[src/hdl/ray_sphere_pixel_shader_defines.svh]
// Assertion helpers shared by the shader modules.
// Each macro expects signals named clock and reset in the enclosing module.
`ifndef RAY_SPHERE_PIXEL_SHADER_DEFINES_SVH
`define RAY_SPHERE_PIXEL_SHADER_DEFINES_SVH

// The expression must never be true outside reset.
`define RSPS_ASSERT_NEVER(lbl, expr) \
   lbl: assert property (@(posedge clock) disable iff (reset) !(expr)) \
      else $error("rsps: forbidden condition seen");

// Whenever the antecedent holds, the consequent must hold in the same cycle.
`define RSPS_ASSERT_IMPLIES(lbl, ante, cons) \
   lbl: assert property (@(posedge clock) disable iff (reset) (ante) |-> (cons)) \
      else $error("rsps: implication violated");

`endif

[src/hdl/rsps_pkg.sv]
`default_nettype none
package rsps_pkg;

   localparam int MAX_SPHERES = 4;
   localparam int FRAC_BITS   = 8;

   localparam int COORD_W = 16;
   localparam int DIM_W   = 13;
   localparam int PIX_W   = 12;
   localparam int COLOR_W = 8;
   localparam int RGB_W   = 3 * COLOR_W;
   localparam int SLOT_W  = 2;
   localparam int ACT_W   = 3;

   localparam int IDX_W = (MAX_SPHERES > 1) ? $clog2(MAX_SPHERES) : 1;
   localparam int CNT_W = $clog2(MAX_SPHERES + 1);

   // Datapath widths follow from the fraction width.
   localparam int DIR_W  = FRAC_BITS + 2;
   localparam int MUL_W  = (FRAC_BITS + 14 > 24) ? FRAC_BITS + 14 : 24;
   localparam int SQ_W   = 2 * FRAC_BITS + 28;
   localparam int ROOT_W = SQ_W / 2;
   localparam int ACC_W  = (SQ_W + 4 > 2 * MUL_W) ? SQ_W + 4 : 2 * MUL_W;
   localparam int DIV_W  = (2 * FRAC_BITS + 14 > FRAC_BITS + 24) ?
                           2 * FRAC_BITS + 14 : FRAC_BITS + 24;
   localparam int SQ_CNT_W  = $clog2(ROOT_W);
   localparam int DIV_CNT_W = $clog2(DIV_W);
   localparam int ONE       = 1 << FRAC_BITS;

   localparam int QUEUE_DEPTH = 2;
   localparam int QPTR_W      = $clog2(QUEUE_DEPTH);
   localparam int QCNT_W      = $clog2(QUEUE_DEPTH + 1);

   // Request kinds.
   localparam logic ACTION_LOAD  = 1'b0;
   localparam logic ACTION_TRACE = 1'b1;

   // Register indexes.
   localparam logic [1:0] CSR_IMAGE_WIDTH    = 2'd0;
   localparam logic [1:0] CSR_IMAGE_HEIGHT   = 2'd1;
   localparam logic [1:0] CSR_CAMERA_Z       = 2'd2;
   localparam logic [1:0] CSR_ACTIVE_SPHERES = 2'd3;

   // One classified request as it travels from the front to the back.
   typedef struct packed {
      logic                      action;
      logic [SLOT_W-1:0]         slot;
      logic signed [COORD_W-1:0] center_x;
      logic signed [COORD_W-1:0] center_y;
      logic signed [COORD_W-1:0] center_z;
      logic [COORD_W-1:0]        radius;
      logic [RGB_W-1:0]          color;
      logic signed [DIR_W-1:0]   dir_x;
      logic signed [DIR_W-1:0]   dir_y;
      logic signed [DIR_W-1:0]   dir_z;
   } cmd_type;

   // Divide by the fixed-point one, rounding toward zero.
   function automatic logic signed [ACC_W-1:0] trunc_frac(input logic signed [ACC_W-1:0] a);
      logic signed [ACC_W-1:0] mag;
      mag = (a < 0) ? -a : a;
      mag = mag >>> FRAC_BITS;
      return (a < 0) ? -mag : mag;
   endfunction

endpackage
`default_nettype wire

[src/hdl/rsps_div.sv]
`default_nettype none
module rsps_div import rsps_pkg::*; (
   input  logic             clock,
   input  logic             reset,
   input  logic             start,
   input  logic [DIV_W-1:0] dividend,
   input  logic [DIV_W-1:0] divisor,
   output logic             done,
   output logic [DIV_W-1:0] quotient
);

   // Restoring divider, one quotient bit per cycle.
   logic                 busy_ff, busy_in;
   logic                 done_ff, done_in;
   logic [DIV_CNT_W-1:0] cnt_ff, cnt_in;
   logic [DIV_W-1:0]     num_ff, num_in;
   logic [DIV_W-1:0]     den_ff, den_in;
   logic [DIV_W-1:0]     rem_ff, rem_in;
   logic [DIV_W-1:0]     quo_ff, quo_in;
   logic [DIV_W:0]       rem_t;

   always_comb begin
      busy_in = busy_ff;
      done_in = 1'b0;
      cnt_in  = cnt_ff;
      num_in  = num_ff;
      den_in  = den_ff;
      rem_in  = rem_ff;
      quo_in  = quo_ff;
      rem_t   = {rem_ff, num_ff[DIV_W-1]};
      if (start) begin
         busy_in = 1'b1;
         cnt_in  = '0;
         num_in  = dividend;
         den_in  = divisor;
         rem_in  = '0;
      end else if (busy_ff) begin
         num_in = num_ff << 1;
         if (rem_t >= {1'b0, den_ff}) begin
            rem_in = DIV_W'(rem_t - {1'b0, den_ff});
            quo_in = {quo_ff[DIV_W-2:0], 1'b1};
         end else begin
            rem_in = rem_t[DIV_W-1:0];
            quo_in = {quo_ff[DIV_W-2:0], 1'b0};
         end
         cnt_in = cnt_ff + 1'b1;
         if (cnt_ff == DIV_CNT_W'(DIV_W - 1)) begin
            busy_in = 1'b0;
            done_in = 1'b1;
         end
      end
   end

   always_ff @(posedge clock) begin
      if (reset) begin
         busy_ff <= 1'b0;
         done_ff <= 1'b0;
         cnt_ff  <= '0;
      end else begin
         busy_ff <= busy_in;
         done_ff <= done_in;
         cnt_ff  <= cnt_in;
      end
      num_ff <= num_in;
      den_ff <= den_in;
      rem_ff <= rem_in;
      quo_ff <= quo_in;
   end

   assign done     = done_ff;
   assign quotient = quo_ff;

endmodule
`default_nettype wire

[src/hdl/rsps_isqrt.sv]
`default_nettype none
module rsps_isqrt import rsps_pkg::*; (
   input  logic              clock,
   input  logic              reset,
   input  logic              start,
   input  logic [SQ_W-1:0]   radicand,
   output logic              done,
   output logic [ROOT_W-1:0] root
);

   // Digit-by-digit floor square root, one root bit per cycle.
   logic                busy_ff, busy_in;
   logic                done_ff, done_in;
   logic [SQ_CNT_W-1:0] cnt_ff, cnt_in;
   logic [SQ_W-1:0]     op_ff, op_in;
   logic [ROOT_W:0]     rem_ff, rem_in;
   logic [ROOT_W-1:0]   root_ff, root_in;
   logic [ROOT_W+2:0]   rem_t;
   logic [ROOT_W+2:0]   trial;

   always_comb begin
      busy_in = busy_ff;
      done_in = 1'b0;
      cnt_in  = cnt_ff;
      op_in   = op_ff;
      rem_in  = rem_ff;
      root_in = root_ff;
      rem_t   = {rem_ff, op_ff[SQ_W-1 -: 2]};
      trial   = {1'b0, root_ff, 2'b01};
      if (start) begin
         busy_in = 1'b1;
         cnt_in  = '0;
         op_in   = radicand;
         rem_in  = '0;
         root_in = '0;
      end else if (busy_ff) begin
         op_in = op_ff << 2;
         if (rem_t >= trial) begin
            rem_in  = (ROOT_W + 1)'(rem_t - trial);
            root_in = {root_ff[ROOT_W-2:0], 1'b1};
         end else begin
            rem_in  = rem_t[ROOT_W:0];
            root_in = {root_ff[ROOT_W-2:0], 1'b0};
         end
         cnt_in = cnt_ff + 1'b1;
         if (cnt_ff == SQ_CNT_W'(ROOT_W - 1)) begin
            busy_in = 1'b0;
            done_in = 1'b1;
         end
      end
   end

   always_ff @(posedge clock) begin
      if (reset) begin
         busy_ff <= 1'b0;
         done_ff <= 1'b0;
         cnt_ff  <= '0;
      end else begin
         busy_ff <= busy_in;
         done_ff <= done_in;
         cnt_ff  <= cnt_in;
      end
      op_ff   <= op_in;
      rem_ff  <= rem_in;
      root_ff <= root_in;
   end

   assign done = done_ff;
   assign root = root_ff;

endmodule
`default_nettype wire

[src/hdl/rsps_front.sv]
`default_nettype none
module rsps_front import rsps_pkg::*; (
   input  logic                      clock,
   input  logic                      reset,
   input  logic                      req_push,
   output logic                      req_full,
   input  logic                      req_action,
   input  logic [PIX_W-1:0]          req_pixel_x,
   input  logic [PIX_W-1:0]          req_pixel_y,
   input  logic [SLOT_W-1:0]         req_sphere_slot,
   input  logic signed [COORD_W-1:0] req_center_x,
   input  logic signed [COORD_W-1:0] req_center_y,
   input  logic signed [COORD_W-1:0] req_center_z,
   input  logic [COORD_W-1:0]        req_sphere_radius_in,
   input  logic [COLOR_W-1:0]        req_color_red,
   input  logic [COLOR_W-1:0]        req_color_green,
   input  logic [COLOR_W-1:0]        req_color_blue,
   input  logic [DIM_W-1:0]          image_width,
   input  logic [DIM_W-1:0]          image_height,
   output logic                      q_push,
   output cmd_type                   q_data,
   input  logic                      q_full
);

   localparam logic [3:0] F_IDLE  = 4'd0;
   localparam logic [3:0] F_UDIV  = 4'd1;
   localparam logic [3:0] F_UWAIT = 4'd2;
   localparam logic [3:0] F_VDIV  = 4'd3;
   localparam logic [3:0] F_VWAIT = 4'd4;
   localparam logic [3:0] F_SUMU  = 4'd5;
   localparam logic [3:0] F_SUMV  = 4'd6;
   localparam logic [3:0] F_ROOT  = 4'd7;
   localparam logic [3:0] F_RWAIT = 4'd8;
   localparam logic [3:0] F_NDIV  = 4'd9;
   localparam logic [3:0] F_NWAIT = 4'd10;
   localparam logic [3:0] F_PUSH  = 4'd11;

   logic [3:0]              state_ff, state_in;
   cmd_type                 cmd_ff, cmd_in;
   logic [PIX_W-1:0]        px_ff, px_in;
   logic [PIX_W-1:0]        py_ff, py_in;
   logic signed [MUL_W-1:0] u_ff, u_in;
   logic signed [MUL_W-1:0] v_ff, v_in;
   logic [SQ_W-1:0]         acc_ff, acc_in;
   logic [ROOT_W-1:0]       len_ff, len_in;
   logic [1:0]              k_ff, k_in;
   logic                    neg_ff, neg_in;

   logic [DIM_W-1:0]          wn, hn;
   logic signed [DIM_W+2:0]   diff_x, diff_y, diff_sel;
   logic signed [MUL_W-1:0]   comp, comp_abs, sq_sel;
   logic signed [2*MUL_W-1:0] sq;
   logic signed [MUL_W-1:0]   quo_s;
   logic signed [DIR_W-1:0]   quo_d;

   logic             div_start, div_done;
   logic [DIV_W-1:0] div_num, div_den, div_quo;
   logic             sq_start, sq_done;
   logic [ROOT_W-1:0] sq_root;

   rsps_div u_div (
      .clock    (clock),
      .reset    (reset),
      .start    (div_start),
      .dividend (div_num),
      .divisor  (div_den),
      .done     (div_done),
      .quotient (div_quo)
   );

   rsps_isqrt u_isqrt (
      .clock    (clock),
      .reset    (reset),
      .start    (sq_start),
      .radicand (acc_ff),
      .done     (sq_done),
      .root     (sq_root)
   );

   // A zero image size counts as one pixel.
   assign wn = (image_width == '0) ? DIM_W'(1) : image_width;
   assign hn = (image_height == '0) ? DIM_W'(1) : image_height;

   assign diff_x = signed'({3'b000, px_ff, 1'b0}) - signed'({3'b000, wn});
   assign diff_y = signed'({3'b000, py_ff, 1'b0}) - signed'({3'b000, hn});
   assign diff_sel = (state_ff == F_UDIV) ? diff_x : diff_y;

   always_comb begin
      unique case (k_ff)
         2'd0:    comp = u_ff;
         2'd1:    comp = v_ff;
         default: comp = MUL_W'(ONE);
      endcase
   end
   assign comp_abs = (comp < 0) ? -comp : comp;

   assign sq_sel = (state_ff == F_SUMU) ? u_ff : v_ff;
   assign sq     = sq_sel * sq_sel;
   assign quo_s  = MUL_W'(signed'({1'b0, div_quo}));
   assign quo_d  = DIR_W'(quo_s);

   assign req_full = (state_ff != F_IDLE);
   assign q_data   = cmd_ff;

   always_comb begin
      state_in  = state_ff;
      cmd_in    = cmd_ff;
      px_in     = px_ff;
      py_in     = py_ff;
      u_in      = u_ff;
      v_in      = v_ff;
      acc_in    = acc_ff;
      len_in    = len_ff;
      k_in      = k_ff;
      neg_in    = neg_ff;
      div_start = 1'b0;
      div_num   = '0;
      div_den   = '0;
      sq_start  = 1'b0;
      q_push    = 1'b0;
      unique case (state_ff)
         F_IDLE: begin
            if (req_push) begin
               cmd_in.action   = req_action;
               cmd_in.slot     = req_sphere_slot;
               cmd_in.center_x = req_center_x;
               cmd_in.center_y = req_center_y;
               cmd_in.center_z = req_center_z;
               cmd_in.radius   = req_sphere_radius_in;
               cmd_in.color    = {req_color_red, req_color_green, req_color_blue};
               px_in = req_pixel_x;
               py_in = req_pixel_y;
               state_in = (req_action == ACTION_TRACE) ? F_UDIV : F_PUSH;
            end
         end
         F_UDIV, F_VDIV: begin
            div_start = 1'b1;
            neg_in    = (diff_sel < 0);
            div_num   = DIV_W'(unsigned'((diff_sel < 0) ? -diff_sel : diff_sel)) << FRAC_BITS;
            div_den   = (state_ff == F_UDIV) ? DIV_W'({wn, 1'b0}) : DIV_W'({hn, 1'b0});
            state_in  = (state_ff == F_UDIV) ? F_UWAIT : F_VWAIT;
         end
         F_UWAIT: begin
            if (div_done) begin
               u_in     = neg_ff ? -quo_s : quo_s;
               state_in = F_VDIV;
            end
         end
         F_VWAIT: begin
            if (div_done) begin
               v_in     = neg_ff ? -quo_s : quo_s;
               acc_in   = SQ_W'(ONE * ONE);
               state_in = F_SUMU;
            end
         end
         F_SUMU: begin
            acc_in   = acc_ff + SQ_W'($unsigned(sq));
            state_in = F_SUMV;
         end
         F_SUMV: begin
            acc_in   = acc_ff + SQ_W'($unsigned(sq));
            state_in = F_ROOT;
         end
         F_ROOT: begin
            sq_start = 1'b1;
            state_in = F_RWAIT;
         end
         F_RWAIT: begin
            if (sq_done) begin
               len_in   = (sq_root == '0) ? ROOT_W'(1) : sq_root;
               k_in     = 2'd0;
               state_in = F_NDIV;
            end
         end
         F_NDIV: begin
            div_start = 1'b1;
            neg_in    = (comp < 0);
            div_num   = DIV_W'(unsigned'(comp_abs)) << FRAC_BITS;
            div_den   = DIV_W'(len_ff);
            state_in  = F_NWAIT;
         end
         F_NWAIT: begin
            if (div_done) begin
               unique case (k_ff)
                  2'd0:    cmd_in.dir_x = neg_ff ? -quo_d : quo_d;
                  2'd1:    cmd_in.dir_y = neg_ff ? -quo_d : quo_d;
                  default: cmd_in.dir_z = neg_ff ? -quo_d : quo_d;
               endcase
               if (k_ff == 2'd2) begin
                  state_in = F_PUSH;
               end else begin
                  k_in     = k_ff + 2'd1;
                  state_in = F_NDIV;
               end
            end
         end
         F_PUSH: begin
            if (!q_full) begin
               q_push   = 1'b1;
               state_in = F_IDLE;
            end
         end
         default: state_in = F_IDLE;
      endcase
   end

   always_ff @(posedge clock) begin
      if (reset) begin
         state_ff <= F_IDLE;
         k_ff     <= '0;
      end else begin
         state_ff <= state_in;
         k_ff     <= k_in;
      end
      cmd_ff <= cmd_in;
      px_ff  <= px_in;
      py_ff  <= py_in;
      u_ff   <= u_in;
      v_ff   <= v_in;
      acc_ff <= acc_in;
      len_ff <= len_in;
      neg_ff <= neg_in;
   end

endmodule
`default_nettype wire

[config.mk]
export PLATFORM = sky130hd
export DESIGN_NAME = rsps_front
export DESIGN_NICKNAME = d
export VERILOG_FILES = /design/src/hdl/ray_sphere_pixel_shader_defines.svh /design/src/hdl/rsps_pkg.sv /design/src/hdl/rsps_div.sv /design/src/hdl/rsps_isqrt.sv /design/src/hdl/rsps_front.sv
export SDC_FILE = /design/constraint.sdc
export NUM_CORES = 2
export LEC_CHECK = 0
export BUFFER_PORTS_ARGS = -buffer_cell sky130_fd_sc_hd__buf_2
export CAP_MARGIN = 20
export CORE_ASPECT_RATIO = 0.5
export CORE_MARGIN = 2
export CORE_UTILIZATION = 40
export CTS_BUF_LIST = sky130_fd_sc_hd__clkbuf_16
export DETAILED_ROUTE_END_ITERATION = 7
export HOLD_SLACK_MARGIN = 0.03
export PLACE_DENSITY_LB_ADDON = 0.08
export SKIP_CTS_REPAIR_TIMING = 1
export SLEW_MARGIN = 20
export SYNTH_ARGS = -nofsm -noshare
export SYNTH_HDL_FRONTEND = slang
export SYNTH_SLANG_ARGS = --single-unit
[constraint.sdc]
create_clock -name clock -period 8.45 [get_ports clock]
set_input_delay 0 -clock clock [delete_from_list [all_inputs] [get_ports clock]]
set_output_delay 0 -clock clock [all_outputs]
set_load 0.01 [all_outputs]
==> summary by stage <==
Global routing
The global-route usage over all layers is between 20% and 30%. The residual overflow from global routing is 0. The number of antenna violations at the first check in global routing is 1. Entering global routing, the biggest net connects between 70 and 80 pins. The first global-routing pass estimated around 180,000 um of wire. The via count of the first global-routing pass is between 30,000 and 40,000.

Final layout
From synthesis to final layout, the design area changed by 20.6%. The final antenna diode count is 0. After filler insertion, the fill cell instance count of the layout stands at 9,479. The share of post-route cells with drive strength above 1 is 16.9%. At the end of the flow, the number of nets in the layout was approximately 5,600.

Timing
Across all setup checks in the final design, the least slack found is 217 ps. The tightest hold path in the finished design has a slack of roughly 50 ps. The worst path uses 97.4% of the clock period. The count of final hold-check violations came to 0. The smallest clock period supported by the final layout is computed as just over 8000 ps. The final setup violation count is 0. The count of pins over their slew limit is 0.

The worst-margin pin slew is 1010 ps. Derived from the worst setup path, the maximum achievable clock frequency is approximately 120 MHz. The worst-case clock skew is between 40 and 50 ps. The post-route setup TNS is 0 ps.

Setup repair after global routing could not meet its margin everywhere. The tightest slew margin relative to the limit is about a third.

Setup path
The kind of critical path is register to register. STA classifies the critical path startpoint as a register. The family with the most delay on the worst path is adder cells. For this run, the slowest stage of the critical path takes 550 ps. The arrival time of the worst setup path is approximately 8600 ps.

At the worst endpoint, the required time is around 9000 ps. STA classifies the critical path endpoint as a register. In this run the worst path has a maximum fanout of 5. The worst path buffer plus inverter count is 10. Among the stages of the critical path, the cell type that occurs most often is sky130_fd_sc_hd__fa_1.

The slowest stage of the critical path belongs to the cell sky130_fd_sc_hd__fa_1.

Detailed routing
The post-route antenna net violation count is 0. The wire length per cell is about 20 um. The detailed-router iteration count before antenna repair is 6.

The post-detailed-route DRC marker count is 0. The DRC marker count from the first detailed-route iteration is roughly 2,000. The final route contains about 30,000 vias.

The detail-routed via count per cell is between 4 and 5. The final routed wirelength across all metal layers is around 120,000 um.

Synthesis
The synthesized area divided by synthesized cell count is approximately 10 sq um. The most common cell in the synthesized netlist is sky130_fd_sc_hd__inv_1. The number of synthesized flops with an enable pin is around 370. During synthesis, Yosys emitted a total of 0 warnings. The synthesis-stage register bit count is between 400 and 500. The area share of the leading cell type in the synthesized netlist is 27.3%. By count the netlist is led by sky130_fd_sc_hd__inv_1, sky130_fd_sc_hd__fa_1, sky130_fd_sc_hd__nand2_1. By area the synthesized netlist is led by sky130_fd_sc_hd__fa_1, sky130_fd_sc_hd__edfxtp_1, sky130_fd_sc_hd__inv_1. For this run, asynchronously set or reset flops after synthesis account for 0%. The most frequently used flop master after synthesis is sky130_fd_sc_hd__edfxtp_1. Synthesis handed over a netlist of around 4,000 instances. The number of different library cells used by synthesis comes to 74. The number of nets handed over by synthesis was approximately 5,000. The mapped netlist covers roughly 40,000 sq um. The top cell type by total area after synthesis is sky130_fd_sc_hd__fa_1.

After synthesis, flip-flops and latches occupy 32.0% of the total area.

Pwr
The power density normalized to cell area is ~390 nW/um^2. The maximum ir drop on the vdd rail is ~0.42 mV. Summed over all cells, the static leakage comes to 23.0 nW. The final total power is about 19 mW.

Placed design
The worst slack after detailed placement is -215 ps. The detailed placer's ending HPWL is approximately 94,000 um. The weighted congestion at the end of routability-driven global placement is between 0.9 and 1. The count of buffers added on input and output ports is between 200 and 300.

Die
The full die area is 106,000 sq um. During I/O placement, the number of pins put on the boundary was ~270. The row count is 83. In this run the vertical extent of the chip is roughly 230 um. The core region is just over 100,000 sq um.

Once the floorplan was initialized, standard cells occupied between 40% and 50% of the core. The horizontal extent of the die is about 460 um.

CTS
For this design, the sink count on the clock tree is between 400 and 500. The clock tree buffer depth is 3. In this run the number of H-tree levels came out at 2. The clock slew at the register clock pins of the worst setup and hold paths is about 70 ps.

For the worst-skew pair, the clock arrives at the later sink with an insertion delay of between 600 and 700 ps. TritonCTS built the clock tree. The clock root buffer master is sky130_fd_sc_hd__clkbuf_16.

Buffers inserted during clock tree synthesis total 49.

Run
The tool flagged a number of max-cap violations equal to 0.

Run status
The run finished with clean final reports.

Worst hold path
The tightest min-delay check is of the input pin to register type.
==> power by group <==
part           internal [mW]  switching, mW
Clock                   1.20           1.06
Sequential              3.16          0.273
Combinational           6.10           7.33
Total                   10.5           8.67
==> layer usage <==
layer | part of all wire, % | vias to the layer above | track usage, %
met1 | 46 | 15000 | 31.1
met5 | 0 | - | 0
li1 | - | 14200 | -
met4 | 1.6 | 0 | 3.82
met3 | 4.5 | 116 | 3.31
met2 | 48 | 611 | 38.2
==> layout by cell type, fill, tap and decap left out, drive strengths merged, types with 18 or more instances in the layout <==
master,synthesis,layout
inv,820,834
fa,562,562
buf,15,558
nand2,405,405
edfxtp,374,374
nor2,320,320
ha,232,232
dlygate4sd3,0,149
a21oi,130,130
o21ai,127,127
xnor2,113,113
dfxtp,97,97
xor2,65,65
a21o,59,59
mux2i,54,54
clkbuf,125,51
a22oi,48,48
nor3,47,47
a211oi,41,41
nand2b,36,36
nand3,33,33
and2,29,29
a31oi,28,28
or3,25,25
clkinv,6,21
and3,20,20
mux2,18,18
==> sequential cells by signal (all words and copies together), names as in the netlist, 2 cells and up <==
name and flops:
q_data 121, acc_ff 44, u_isqrt.op_ff 44, u_div.rem_ff 32, u_div.num_ff 24, u_div.quotient 24, u_ff 24, v_ff 24
u_isqrt.rem_ff 23, len_ff 22, u_div.den_ff 22, u_isqrt.root 22, px_ff 12, py_ff 12, u_div.cnt_ff 5, u_isqrt.cnt_ff 5
state_ff 4, k_ff 2
==> path summary, 6_finish.rpt <==
| kind | start | endpoint | slack [ps] | cells after the start |
|---|---|---|---|---|
| worst max-delay path | state_ff[3] | acc_ff[39] | 220 | 32 |
| worst min-delay path | req_center_y[14] | q_data[100] | 50 | 2 |
| worst max register to register | state_ff[3] | acc_ff[39] | 220 | 32 |
| worst min register to register | u_isqrt.rem_ff[21] | u_isqrt.rem_ff[21] | 490 | 2 |
==> logic make-up after synthesis <==
logic type	after synthesis	share of synthesized area (%)
simple gates	984	10.4
buf+inv	966	8.82
fa+ha+maj	794	34.4
compound gates	549	8.77
flops	471	32.0
xor+xnor	178	3.79
mux	72	1.81
==> through the flow <==
step | cells | instance area, sq um | utilization (%)
floorplan | 4014 | 41200 | -
global placement | 5767 | 45800 | 44.8
detailed placement | 5767 | 45800 | 44.8
CTS | 5858 | 47400 | 46.3
global route | 6034 | 49600 | 48.5
finish | 6034 | 49600 | 48.5
==> layout make-up <==
class	count	area, sq um	share of cell area (%)
Multi-Input combinational cell	2577	24800	50.0
Sequential cell	471	13200	26.6
Timing Repair Buffer	709	5190	10.5
Inverter	826	3120	6.29
Tap cell	1360	1700	3.43
Clock buffer	49	1230	2.47
Clock inverter	42	377	0.759
No activity file was read; power rests on OpenSTA's default activity.
