[config.mk]
export PLATFORM = sky130hd
export DESIGN_NAME = rsps_queue
export DESIGN_NICKNAME = d
export VERILOG_FILES = /design/src/hdl/rsps_pkg.sv /design/src/hdl/rsps_queue.sv
export VERILOG_INCLUDE_DIRS = /design/src /design/src/hdl
export SDC_FILE = /design/constraint.sdc
export NUM_CORES = 1
export LEC_CHECK = 0
export BUFFER_PORTS_ARGS = -buffer_cell sky130_fd_sc_hd__clkbuf_2
export CORE_MARGIN = 5
export CORE_UTILIZATION = 30
export CTS_BUF_LIST = sky130_fd_sc_hd__clkbuf_16
export CTS_CLUSTER_SIZE = 25
export DETAILED_ROUTE_END_ITERATION = 7
export PLACE_DENSITY = 0.52
export SYNTH_ARGS = -nofsm -noshare
export SYNTH_HDL_FRONTEND = slang
export SYNTH_SLANG_ARGS = --single-unit
[constraint.sdc]
create_clock -name clock -period 5.23 [get_ports clock]
set_input_delay 1.569 -clock clock [delete_from_list [all_inputs] [get_ports clock]]
set_output_delay 1.569 -clock clock [all_outputs]
set_load 0.02 [all_outputs]
[src/hdl/ray_sphere_pixel_shader_defines.svh]
// Assertion helpers shared by the shader modules.
// Each macro expects signals named clock and reset in the enclosing module.
`ifndef RAY_SPHERE_PIXEL_SHADER_DEFINES_SVH
`define RAY_SPHERE_PIXEL_SHADER_DEFINES_SVH

// The expression must never be true outside reset.
`define RSPS_ASSERT_NEVER(lbl, expr) \
   lbl: assert property (@(posedge clock) disable iff (reset) !(expr)) \
      else $error("rsps: forbidden condition seen");

// Whenever the antecedent holds, the consequent must hold in the same cycle.
`define RSPS_ASSERT_IMPLIES(lbl, ante, cons) \
   lbl: assert property (@(posedge clock) disable iff (reset) (ante) |-> (cons)) \
      else $error("rsps: implication violated");

`endif

[src/hdl/rsps_pkg.sv]
`default_nettype none
package rsps_pkg;

   localparam int MAX_SPHERES = 4;
   localparam int FRAC_BITS   = 8;

   localparam int COORD_W = 16;
   localparam int DIM_W   = 13;
   localparam int PIX_W   = 12;
   localparam int COLOR_W = 8;
   localparam int RGB_W   = 3 * COLOR_W;
   localparam int SLOT_W  = 2;
   localparam int ACT_W   = 3;

   localparam int IDX_W = (MAX_SPHERES > 1) ? $clog2(MAX_SPHERES) : 1;
   localparam int CNT_W = $clog2(MAX_SPHERES + 1);

   // Datapath widths follow from the fraction width.
   localparam int DIR_W  = FRAC_BITS + 2;
   localparam int MUL_W  = (FRAC_BITS + 14 > 24) ? FRAC_BITS + 14 : 24;
   localparam int SQ_W   = 2 * FRAC_BITS + 28;
   localparam int ROOT_W = SQ_W / 2;
   localparam int ACC_W  = (SQ_W + 4 > 2 * MUL_W) ? SQ_W + 4 : 2 * MUL_W;
   localparam int DIV_W  = (2 * FRAC_BITS + 14 > FRAC_BITS + 24) ?
                           2 * FRAC_BITS + 14 : FRAC_BITS + 24;
   localparam int SQ_CNT_W  = $clog2(ROOT_W);
   localparam int DIV_CNT_W = $clog2(DIV_W);
   localparam int ONE       = 1 << FRAC_BITS;

   localparam int QUEUE_DEPTH = 2;
   localparam int QPTR_W      = $clog2(QUEUE_DEPTH);
   localparam int QCNT_W      = $clog2(QUEUE_DEPTH + 1);

   // Request kinds.
   localparam logic ACTION_LOAD  = 1'b0;
   localparam logic ACTION_TRACE = 1'b1;

   // Register indexes.
   localparam logic [1:0] CSR_IMAGE_WIDTH    = 2'd0;
   localparam logic [1:0] CSR_IMAGE_HEIGHT   = 2'd1;
   localparam logic [1:0] CSR_CAMERA_Z       = 2'd2;
   localparam logic [1:0] CSR_ACTIVE_SPHERES = 2'd3;

   // One classified request as it travels from the front to the back.
   typedef struct packed {
      logic                      action;
      logic [SLOT_W-1:0]         slot;
      logic signed [COORD_W-1:0] center_x;
      logic signed [COORD_W-1:0] center_y;
      logic signed [COORD_W-1:0] center_z;
      logic [COORD_W-1:0]        radius;
      logic [RGB_W-1:0]          color;
      logic signed [DIR_W-1:0]   dir_x;
      logic signed [DIR_W-1:0]   dir_y;
      logic signed [DIR_W-1:0]   dir_z;
   } cmd_type;

   // Divide by the fixed-point one, rounding toward zero.
   function automatic logic signed [ACC_W-1:0] trunc_frac(input logic signed [ACC_W-1:0] a);
      logic signed [ACC_W-1:0] mag;
      mag = (a < 0) ? -a : a;
      mag = mag >>> FRAC_BITS;
      return (a < 0) ? -mag : mag;
   endfunction

endpackage
`default_nettype wire

[src/hdl/rsps_queue.sv]
`default_nettype none
`include "ray_sphere_pixel_shader_defines.svh"
module rsps_queue import rsps_pkg::*; (
   input  logic    clock,
   input  logic    reset,
   input  logic    push,
   input  cmd_type push_data,
   output logic    full,
   input  logic    pop,
   output cmd_type pop_data,
   output logic    empty
);

   cmd_type           slot_ff [QUEUE_DEPTH];
   logic [QPTR_W-1:0] wptr_ff, wptr_in;
   logic [QPTR_W-1:0] rptr_ff, rptr_in;
   logic [QCNT_W-1:0] count_ff, count_in;
   logic              do_push, do_pop;

   assign full     = (count_ff == QCNT_W'(QUEUE_DEPTH));
   assign empty    = (count_ff == '0);
   assign do_push  = push && !full;
   assign do_pop   = pop && !empty;
   assign pop_data = slot_ff[rptr_ff];

   always_comb begin
      wptr_in  = do_push ? wptr_ff + 1'b1 : wptr_ff;
      rptr_in  = do_pop ? rptr_ff + 1'b1 : rptr_ff;
      count_in = count_ff;
      if (do_push && !do_pop) begin
         count_in = count_ff + 1'b1;
      end else if (do_pop && !do_push) begin
         count_in = count_ff - 1'b1;
      end
   end

   always_ff @(posedge clock) begin
      if (reset) begin
         wptr_ff  <= '0;
         rptr_ff  <= '0;
         count_ff <= '0;
      end else begin
         wptr_ff  <= wptr_in;
         rptr_ff  <= rptr_in;
         count_ff <= count_in;
      end
      if (do_push) begin
         slot_ff[wptr_ff] <= push_data;
      end
   end

   `RSPS_ASSERT_NEVER(a_queue_overfill, count_ff > QCNT_W'(QUEUE_DEPTH))
   `RSPS_ASSERT_IMPLIES(a_queue_pop_nonempty, pop, count_ff != '0)

endmodule
`default_nettype wire

==> summary.md, run 1 <==
| Metric | Value |
|---|---|
| GRT Util Overall | 10.8% |
| Crit-path leading delay family | flip-flops |
| Tcrit/Tclk final | 76.5% |
| Layout cells sized above 1 | between 60 and 70% |
| Slowest-stage cell, CP | dfxtp_4 |
| R2R setup slack | roughly 3 ns |
| DRT iter0 DRCs | 201 |
| Initial Utilization | between 30% and 40% |
| Routed via count | ~4600 |
| Reg-to-reg endpoint | slot_ff[0][47]$_DFFE_PP_ |
| YS warnings | 0 |
| Post-route ant nets | 0 |
| Drt pass-1 iters | 4 |
| Rows | 63 |
| Critical Path RT | 3.66 ns |
| HP Class | flop to flop |
| Post-Syn Instances | between 400 and 500 |
| Commonest non-fill, non-tap cell in the layout | clkbuf_2 |
| R2R cell count | 4 |
| DP HPWL | 13.1 mm |
| Filler Cell Count | 2765 |
| Synthesized Nets | between 500 and 600 |
| Number of diodes | 0 |
| Layout Nets | 795 |
| Post-Route Skew | 0.0103 ns |
| Final min period | 4.00 ns |
| Final wirelength | ~19 mm |
| Worst Tran Pin Value | 0.751 ns |
| Compound-cell area share of the yosys netlist | 0.279% |
| Sequential share of the synthesized area | between 80 and 90% |
| Die W | 183 um |
| DIE AREA | 33500 um^2 |
| Setup Buffers After CTS | 0 |
| CP bufs+invs | 2 |
| CP endpoint kind | output pin |
| Maximum VDD drop | 278 uV |
| Max-cap violations | 0 |
| HP Start | rptr_ff$_SDFFE_PP0P_ |
| Leakage | roughly 0.0043 uW |
| Arrival time at the worst endpoint | about 2.4 ns |
| WHS Endpoint | rptr_ff$_SDFFE_PP0P_ |
| Clock transition at path regs | 0.06 ns |
| Clock Latency Late Sink | 0.52 ns |
| Hold buffers post-CTS | 0 |
| WL per Instance | ~18 um |
| CP max FO | 69 |
| Largest net degree at the start of global routing | 70 |
| Core Region | 29600 um^2 |
| CTS-repair resized insts | 0 |
| Vias in the first global route | between 5000 and 6000 |
| Num Clock Sinks | 247 |
| Area share of the largest cell type after synthesis | 81.0% |
| Mux cell area share after synthesis | 15.2% |
| TritonCTS buffer count | 27 |
| Worst hold slack | 0.515 ns |
| Netlist cell types | 15 |
| # H-tree levels | 1 |
| Root Driver | clkbuf_16 |
| Total global routing overflow | 0 |
| Startpoint Class | flop |
| Pwr per Cell Area | between 500 and 600 nW/um^2 |
| Syn_area_per_cell | 22.4 um^2 |
| Synth Area in Simple Gates | 0.516% |
| Area leader, netlist | edfxtp_1 |
| First-pass GRT wire length | 28.7 mm |
| Relative slew margins | 49.9% |
| Largest family of logic cells by synthesized area | multiplexers |
| Worst path cell trace | buf_12 > mux2_2 > clkbuf_2 |
| Mapped cell area | 8970 um^2 |
| Clk buf depth | 3 |
| CP peak stage delay | 0.82 ns |
| Die Ht | 183 um |
| Final setup vio count | 0 |
| CTS tree | done |
| Initial antenna violation count | 0 |
| Synth Area in XOR/XNOR | less than 1% |
| Worst R2R Start | count_ff[0]$_SDFFE_PP0P_ |
| Fmax | 250 MHz |
| Leading cell types in the layout, fill and taps excluded | 247 x clkbuf_2, 242 x edfxtp_1, 121 x mux2_2, 27 x clkbuf_16, 8 x inv_1 |
| Number of I/O pins | 248 |
| Unrepaired setup endpoints after global routing | false |
| Max Transition Viols Final | 0 |
| Synthesis-stage register bit count | 247 |
| Area contributors post-synth | edfxtp_1 81%, mux2_2 15%, buf_6 1.1%, dfxtp_1 1.1%, xor2_1 0.29% |
| Vias/cell | 4.29 |
| Residual DRC | 0 |
| Layout area overhead | 28.6% |
| Port Buf Inserts | 247 |
| Synthesized-area fraction occupied by adder cells | 0.139% |
| Crit path kind | flop to output pin |
| Fin Setup TNS | 0 ns |
| Hold Path Depth | 2 |
| Status | finished, final reports clean |
| Final hold vios | 0 |
| Final GP Congestion | 0.785 |
==> synth_stat cells <==
library cell and instances:
a21oi_1 2, and2_1 1, buf_2 3, buf_4 1
buf_6 9, dfxtp_1 5, edfxtp_1 242, ha_1 1
inv_1 2, mux2_2 121, nor2_1 5, nor2b_2 1
o21ai_0 3, or3_1 2, xor2_1 3
==> cell type report <==
cell class | count | area [um^2] | area share, %
clock buffer | 27 | 676 | 5.86
clock inverter | 22 | 204 | 1.77
inverter | 2 | 10.0 | 0.0868
multi-input combinational | 139 | 1480 | 12.8
sequential | 247 | 7370 | 63.9
tap | 390 | 488 | 4.23
timing repair buffer | 252 | 1310 | 11.4
==> worst reg2reg max path, cell delays in order, from the launching register on <==
cell,delay [ns]
dfxtp_1,0.43
nor2b_2,0.09
or3_1,0.38
inv_4,0.33
buf_4,0.54
==> state kept, by name, indices dropped and copies added (netlist names), named ones only <==
register and flops:
rptr_ff 1, slot_ff 242, wptr_ff 1, count_ff 2
==> power by group <==
group	internal (uW)	switching (uW)	total [uW]
registers	2490	116	2600
clock network	1130	716	1850
logic	595	920	1510
total	4210	1750	5960
==> routing by layer <==
metal	track usage, %	up-vias	wire length (um)
met5	0	-	0
met4	2.59	0	290
met3	3.87	32	1870
met2	17.5	181	8920
met1	14.1	2289	7860
li1	-	2132	-
==> metrics by stage <==
stage | power, uW | utilization, % | cell area, um^2 | std cells | setup slack, ns
finish | 5960 | 39.0 | 11500 | 1079 | 1.23
global route | 6260 | 39.0 | 11500 | 1079 | 1.08
CTS | 6080 | 39.0 | 11500 | 1079 | 1.17
detailed placement | 4200 | 36.0 | 10700 | 1030 | 1.74
global placement | 4170 | 36.0 | 10700 | 1030 | 1.78
floorplan | 3700 | - | 8970 | 401 | 0.188
==> cell families (layout without fill, tap and decap cells) <==
logic type / Yosys count / count (layout)
muxes: 121 / 121
buffers and inverters: 15 / 303
DFF: 247 / 247
xor gates and xnor gates: 3 / 3
AOI/OAI and AO/OA: 5 / 5
adders and majority gates: 1 / 1
and+or+nand+nor: 9 / 9
==> how the worst max path moves through the flow <==
stage | slack (ns) | to | from | cells after the start
detailed placement | 1.74 | pop_data[98] | flop | 3
global placement | 1.78 | pop_data[44] | flop | 3
global route | 1.08 | pop_data[116] | flop | 3
floorplan | 0.19 | slot_ff[1][0]$_DFFE_PP_ | push | 3
CTS | 1.17 | pop_data[98] | flop | 3
finish | 1.23 | pop_data[103] | flop | 3
No activity file was read; power rests on OpenSTA's default activity.
==> run 2, diff against run 1 <==
clock period = 3.3 ns   (was 5.23 ns; I/O delays follow)
==> run 2 against run 1 <==
Power up 56%. Sequential power is 55% higher. Cell count rose by 0.28%. Register-to-register slack lost 1.5 ns. Clock power grew 48%. Worst setup slack got worse by 0.76 ns. Combinational power up 68%. Global-route usage fell by 0.38 points. Clock skew is 0.0027 ns higher. Non-clock buffer count is 3 higher. Via count shrank 1.2%. Count of clock-buffer cells in the layout is the same. Largest power group unchanged.
==> summary.md, run 2 (synthesis results as in run 1) <==
| Metric | Value |
|---|---|
| WHS Endpoint | rptr_ff$_SDFFE_PP0P_ |
| Residual DRC | 0 |
| Largest Register | slot_ff |
| Final hold vios | 0 |
| Tcrit/Tclk final | between 80% and 90% |
| R2R setup slack | approximately 1.5 ns |
| Fin Setup TNS | 0 ns |
| Fin util | 39.1% |
| Clock Latency Late Sink | 0.51 ns |
| Largest registers | slot_ff x242, count_ff x2 |
| Sequential Power Share | 43.3% |
| Status | finished, final reports clean |
| Clock transition at path regs | 0.05 ns |
| Routed via count | approximately 4600 |
| Hold buffers post-CTS | 0 |
| Combinational fraction of design power | 27.2% |
| Layout area overhead | 28.8% |
| CTS tree | done |
| Die W | 183 um |
| Drt pass-1 iters | 4 |
| Pint | 6550 uW |
| Critical Path RT | 2.31 ns |
| Commonest non-fill, non-tap cell in the layout | clkbuf_2 |
| Final min period | 2.83 ns |
| Core Region | 29600 um^2 |
| Reg-to-reg endpoint | slot_ff[1][23]$_DFFE_PP_ |
| Net Sw Power | 2760 uW |
| Rows | 63 |
| Final setup vio count | 0 |
| Max Transition Viols Final | 0 |
| First-pass GRT wire length | 28.0 mm |
| GRT Util Overall | about a tenth |
| Final GP Congestion | roughly 0.73 |
| Net Sw Frac | between 20 and 30% |
| Layout Nets | 798 |
| Worst R2R Start | count_ff[0]$_SDFFE_PP0P_ |
| Final wirelength | 18.4 mm |
| R2R cell count | 4 |
| Number of diodes | 0 |
| Pwr per Cell Area | 806 nW/um^2 |
| Crit path kind | flop to output pin |
| Vias in the first global route | approximately 5000 |
| Die Ht | 183 um |
| # H-tree levels | 1 |
| Setup Buffers After CTS | 0 |
| Clock share of power | 29.5% |
| Unrepaired setup endpoints after global routing | false |
| TritonCTS buffer count | 27 |
| CP max FO | 68 |
| Startpoint Class | flop |
| Post-route ant nets | 0 |
| DIE AREA | ~33000 um^2 |
| Relative slew margins | 70.2% |
| Worst hold slack | 0.506 ns |
| HP Start | rptr_ff$_SDFFE_PP0P_ |
| Root Driver | clkbuf_16 |
| Port Buf Inserts | 247 |
| Total global routing overflow | 0 |
| DRT iter0 DRCs | around 160 |
| Worst Tran Pin Value | 0.447 ns |
| DP HPWL | 12.6 mm |
| Leading cell types in the layout, fill and taps excluded | 247 x clkbuf_2, 242 x edfxtp_1, 121 x mux2_2, 27 x clkbuf_16 |
| Vias/cell | 4.23 |
| Layout cells sized above 1 | 60.3% |
| Fmax | about 350 MHz |
| Initial Utilization | 30.3% |
| Num Clock Sinks | between 200 and 250 |
| Initial antenna violation count | 0 |
| Largest net degree at the start of global routing | 69 |
| Leakage | around 0.0043 uW |
| Maximum VDD drop | 513 uV |
| Placed inst area | 10700 um^2 |
| Arrival time at the worst endpoint | 1.84 ns |
| Post-Route Skew | approximately 0.013 ns |
| Clk buf depth | 3 |
| CP endpoint kind | output pin |
| Number of I/O pins | approximately 250 |
| Max-cap violations | 0 |
| HP Class | flop to flop |
| CTS-repair resized insts | 0 |
| Hold Path Depth | 2 |
| Design Area, Final | 11600 um^2 |
| Largest register FFs | 242 |
| WL per Instance | roughly 17 um |
run 2: cell types whose count changed in the layout (fill, tap and decap cells not counted):
cell,previous run,this run
or3_4,0,1
bufinv_16,4,2
inv_4,1,0
clkinv_1,5,7
inv_8,0,1
or3_1,2,1
inv_1,8,7
clkinv_2,3,4
buf_12,3,6
run 2: critical path, stage by stage (launching register included):
cell and delay (ns):
dfxtp_4 0.37, buf_12 0.30, mux2_2 0.41, clkbuf_2 0.16
run 2: worst max path at each step:
stage                                    end  startpoint  cells after the start
finish                          pop_data[16]        flop                      3
global route                    pop_data[16]        flop                      3
CTS                             pop_data[69]        flop                      3
detailed placement  slot_ff[1][66]$_DFFE_PP_        push                      5
global placement    slot_ff[0][16]$_DFFE_PP_        push                      5
floorplan            slot_ff[0][0]$_DFFE_PP_        push                      3
run 2: stage by stage:
stage	cells	total power [uW]	setup slack [ns]
2_1_floorplan	401	5850	0.000207
3_3_place_gp	1033	6650	0.869
3_5_place_dp	1033	6710	0.833
4_1_cts	1082	9490	0.431
5_1_grt	1082	9780	0.389
6_report	1082	9310	0.469
run 2: metal layers:
metal	share of wire [%]	vias to the layer above	wire [um]	global-route usage, %
li1	-	2136	-	-
met1	39	2259	7200	12.5
met2	51	160	9480	18.5
met3	8.1	25	1480	3.31
met4	1.5	0	272	2.32
met5	0	-	0	0
run 2: area by class of cell:
cell class / instances / area, um^2
clock inverter: 22 / 149
timing repair buffer: 255 / 1370
multi-input combinational: 139 / 1480
fill: 2728 / 18000
inverter: 2 / 18.8
clock buffer: 27 / 676
sequential: 247 / 7370
tap: 390 / 488
run 2: power by group through the flow:
stage / sequential [uW] / combinational, uW / clock [uW]
finish: 4040 / 2530 / 2740
floorplan: 4100 / 1750 / 0
global route: 4070 / 2720 / 2990
CTS: 4040 / 2610 / 2840
detailed placement: 4100 / 2600 / 0
global placement: 4080 / 2570 / 0
==> run 3, diff against run 2 <==
BUFFER_PORTS_ARGS = -buffer_cell sky130_fd_sc_hd__buf_2   (was -buffer_cell sky130_fd_sc_hd__clkbuf_2)
==> run 3 against run 2 <==
First-iteration DRC count grew 3.2%. Count of clock-buffer cells in the layout shrank 2. Global-route usage is 0.26 points higher. Power is 0.21% higher. Via count barely moved. Clock skew is 0.00076 ns lower. Cell area about the same. Largest power group unchanged.
==> summary.md, run 3 (synthesis results as in run 1) <==
| Metric | Value |
|---|---|
| Status | finished, final reports clean |
| Largest register FFs | 242 |
| Residual DRC | 0 |
| Clk buf depth | 3 |
| Root Driver | clkbuf_16 |
| Hold buffers post-CTS | 0 |
| CP bufs+invs | 2 |
| Reg area | 7370 um^2 |
| Final setup vio count | 0 |
| Post-Route Skew | ~0.012 ns |
| Number of I/O pins | between 200 and 250 |
| Vias/cell | 4.24 |
| Startpoint Class | flop |
| Rows | 63 |
| Unrepaired setup endpoints after global routing | false |
| Largest Register | slot_ff |
| Post-route ant nets | 0 |
| Layout area overhead | 28.8% |
| Maximum VDD drop | between 400 and 500 uV |
| Initial Utilization | between 30% and 40% |
| Final wirelength | 18.8 mm |
| CP max FO | 48 |
| TritonCTS buffer count | 25 |
| Leading cell types in the layout, fill and taps excluded | 247 x buf_2, 242 x edfxtp_1, 121 x mux2_2, 25 x clkbuf_16, 8 x inv_1 |
| First-pass GRT wire length | 28.4 mm |
| Largest net degree at the start of global routing | 53 |
| CTS tree | done |
| Clock transition at path regs | approximately 0.060 ns |
| Die Ht | 183 um |
| Drt pass-1 iters | 4 |
| Tcrit/Tclk final | 92.7% |
| CTS-repair resized insts | 0 |
| DIE AREA | around 33000 um^2 |
| Layout cells sized above 1 | 60.6% |
| Fmax | 327 MHz |
| Crit path kind | flop to output pin |
| Num Clock Sinks | 247 |
| Final hold vios | 0 |
| Commonest non-fill, non-tap cell in the layout | buf_2 |
| Max-cap violations | 0 |
| Worst hold slack | 0.510 ns |
| Fin Setup TNS | 0 ns |
| Vias in the first global route | between 5000 and 6000 |
| Initial antenna violation count | 1 |
| Dpl cells | 1035 |
| Setup Buffers After CTS | 0 |
| Largest registers | slot_ff x242, count_ff x2 |
| Slowest-stage cell, CP | dfxtp_4 |
| Final std cells w/o fill | approximately 1100 |
| DRT iter0 DRCs | 160 |
| Arrival time at the worst endpoint | about 2.1 ns |
| Clock Latency Late Sink | 0.51 ns |
| Max Transition Viols Final | 0 |
| Core Region | 29600 um^2 |
| # H-tree levels | 1 |
| DP HPWL | ~13 mm |
| Critical Path RT | 2.31 ns |
| Final min period | 3.06 ns |
| Die W | ~180 um |
| Worst path cell trace | buf_12 > mux2_2 > buf_2 |
| HP Class | flop to flop |
| Total global routing overflow | 0 |
| CP peak stage delay | 0.64 ns |
| Worst Tran Pin Value | 0.454 ns |
| WL per Instance | 17.4 um |
| Port Buf Inserts | 247 |
| Area occupied by multi-input gates | 1480 um^2 |
| Final GP Congestion | 0.766 |
| GRT Util Overall | between 10% and 20% |
| Filler Cell Count | roughly 2700 |
| Leakage | 0.00427 uW |
| Layout Nets | roughly 800 |
| Crit-path leading delay family | flip-flops |
| Pwr per Cell Area | 807 nW/um^2 |
| CP endpoint kind | output pin |
| Routed via count | between 4000 and 5000 |
| Relative slew margins | between 60 and 70% |
[run 3: cell count changes in the layout (fill, tap and decap cells not counted), sizes merged]
cell,previous run,this run
buf,8,257
clkbuf,274,25
clkinv,11,8
bufinv,2,4
clkinvlp,2,1
diode,0,1
[run 3: worst paths after layout]
check	cells past startpoint	endpoint	startpoint	slack, ns
max reg2reg	4	slot_ff[1][39]$_DFFE_PP_	count_ff[1]$_SDFFE_PP0P_	1.44
min reg2reg	2	wptr_ff$_SDFFE_PP0P_	wptr_ff$_SDFFE_PP0P_	0.51
max	3	pop_data[5]	flop	0.24
min	2	wptr_ff$_SDFFE_PP0P_	wptr_ff$_SDFFE_PP0P_	0.51
[run 3: metrics by stage]
| step | util [%] | setup WS (ns) | area [um^2] | total power [uW] |
|---|---|---|---|---|
| 3_3_place_gp | 36.3 | 0.737 | 10700 | 6650 |
| 5_1_grt | 39.1 | 0.121 | 11600 | 9810 |
| 6_report | 39.1 | 0.242 | 11600 | 9330 |
| 4_1_cts | 39.1 | 0.156 | 11600 | 9520 |
| 2_1_floorplan | - | 0.000207 | 8990 | 5850 |
| 3_5_place_dp | 36.3 | 0.700 | 10700 | 6700 |
[run 3: layout make-up]
cell class / count / share of cell area (%)
Multi-Input combinational cell: 139 / 12.8
Timing Repair Buffer: 257 / 12.0
Clock inverter: 20 / 1.61
Tap cell: 390 / 4.22
Sequential cell: 247 / 63.8
Inverter: 2 / 0.162
Clock buffer: 25 / 5.41
Antenna cell: 1 / 0.0216
[run 3: layer usage]
| layer | track usage, % | wire length (um) |
|---|---|---|
| met5 | 0 | 0 |
| met4 | 3.10 | 444 |
| met3 | 3.23 | 1470 |
| met2 | 18.8 | 9570 |
| met1 | 12.8 | 7340 |
[run 3: tightest hold or removal path, cell delays in order, from the launching register on]
cell	delay, ns
dfxtp_1	0.32
o21ai_0	0.08
a21oi_1	0.06
[run 3: report_power, final]
| group | internal, uW | switching (uW) | total, uW |
|---|---|---|---|
| Sequential | 3940 | 148 | 4090 |
| Combinational | 994 | 1490 | 2480 |
| Clock | 1680 | 1080 | 2760 |
| Total | 6610 | 2720 | 9330 |
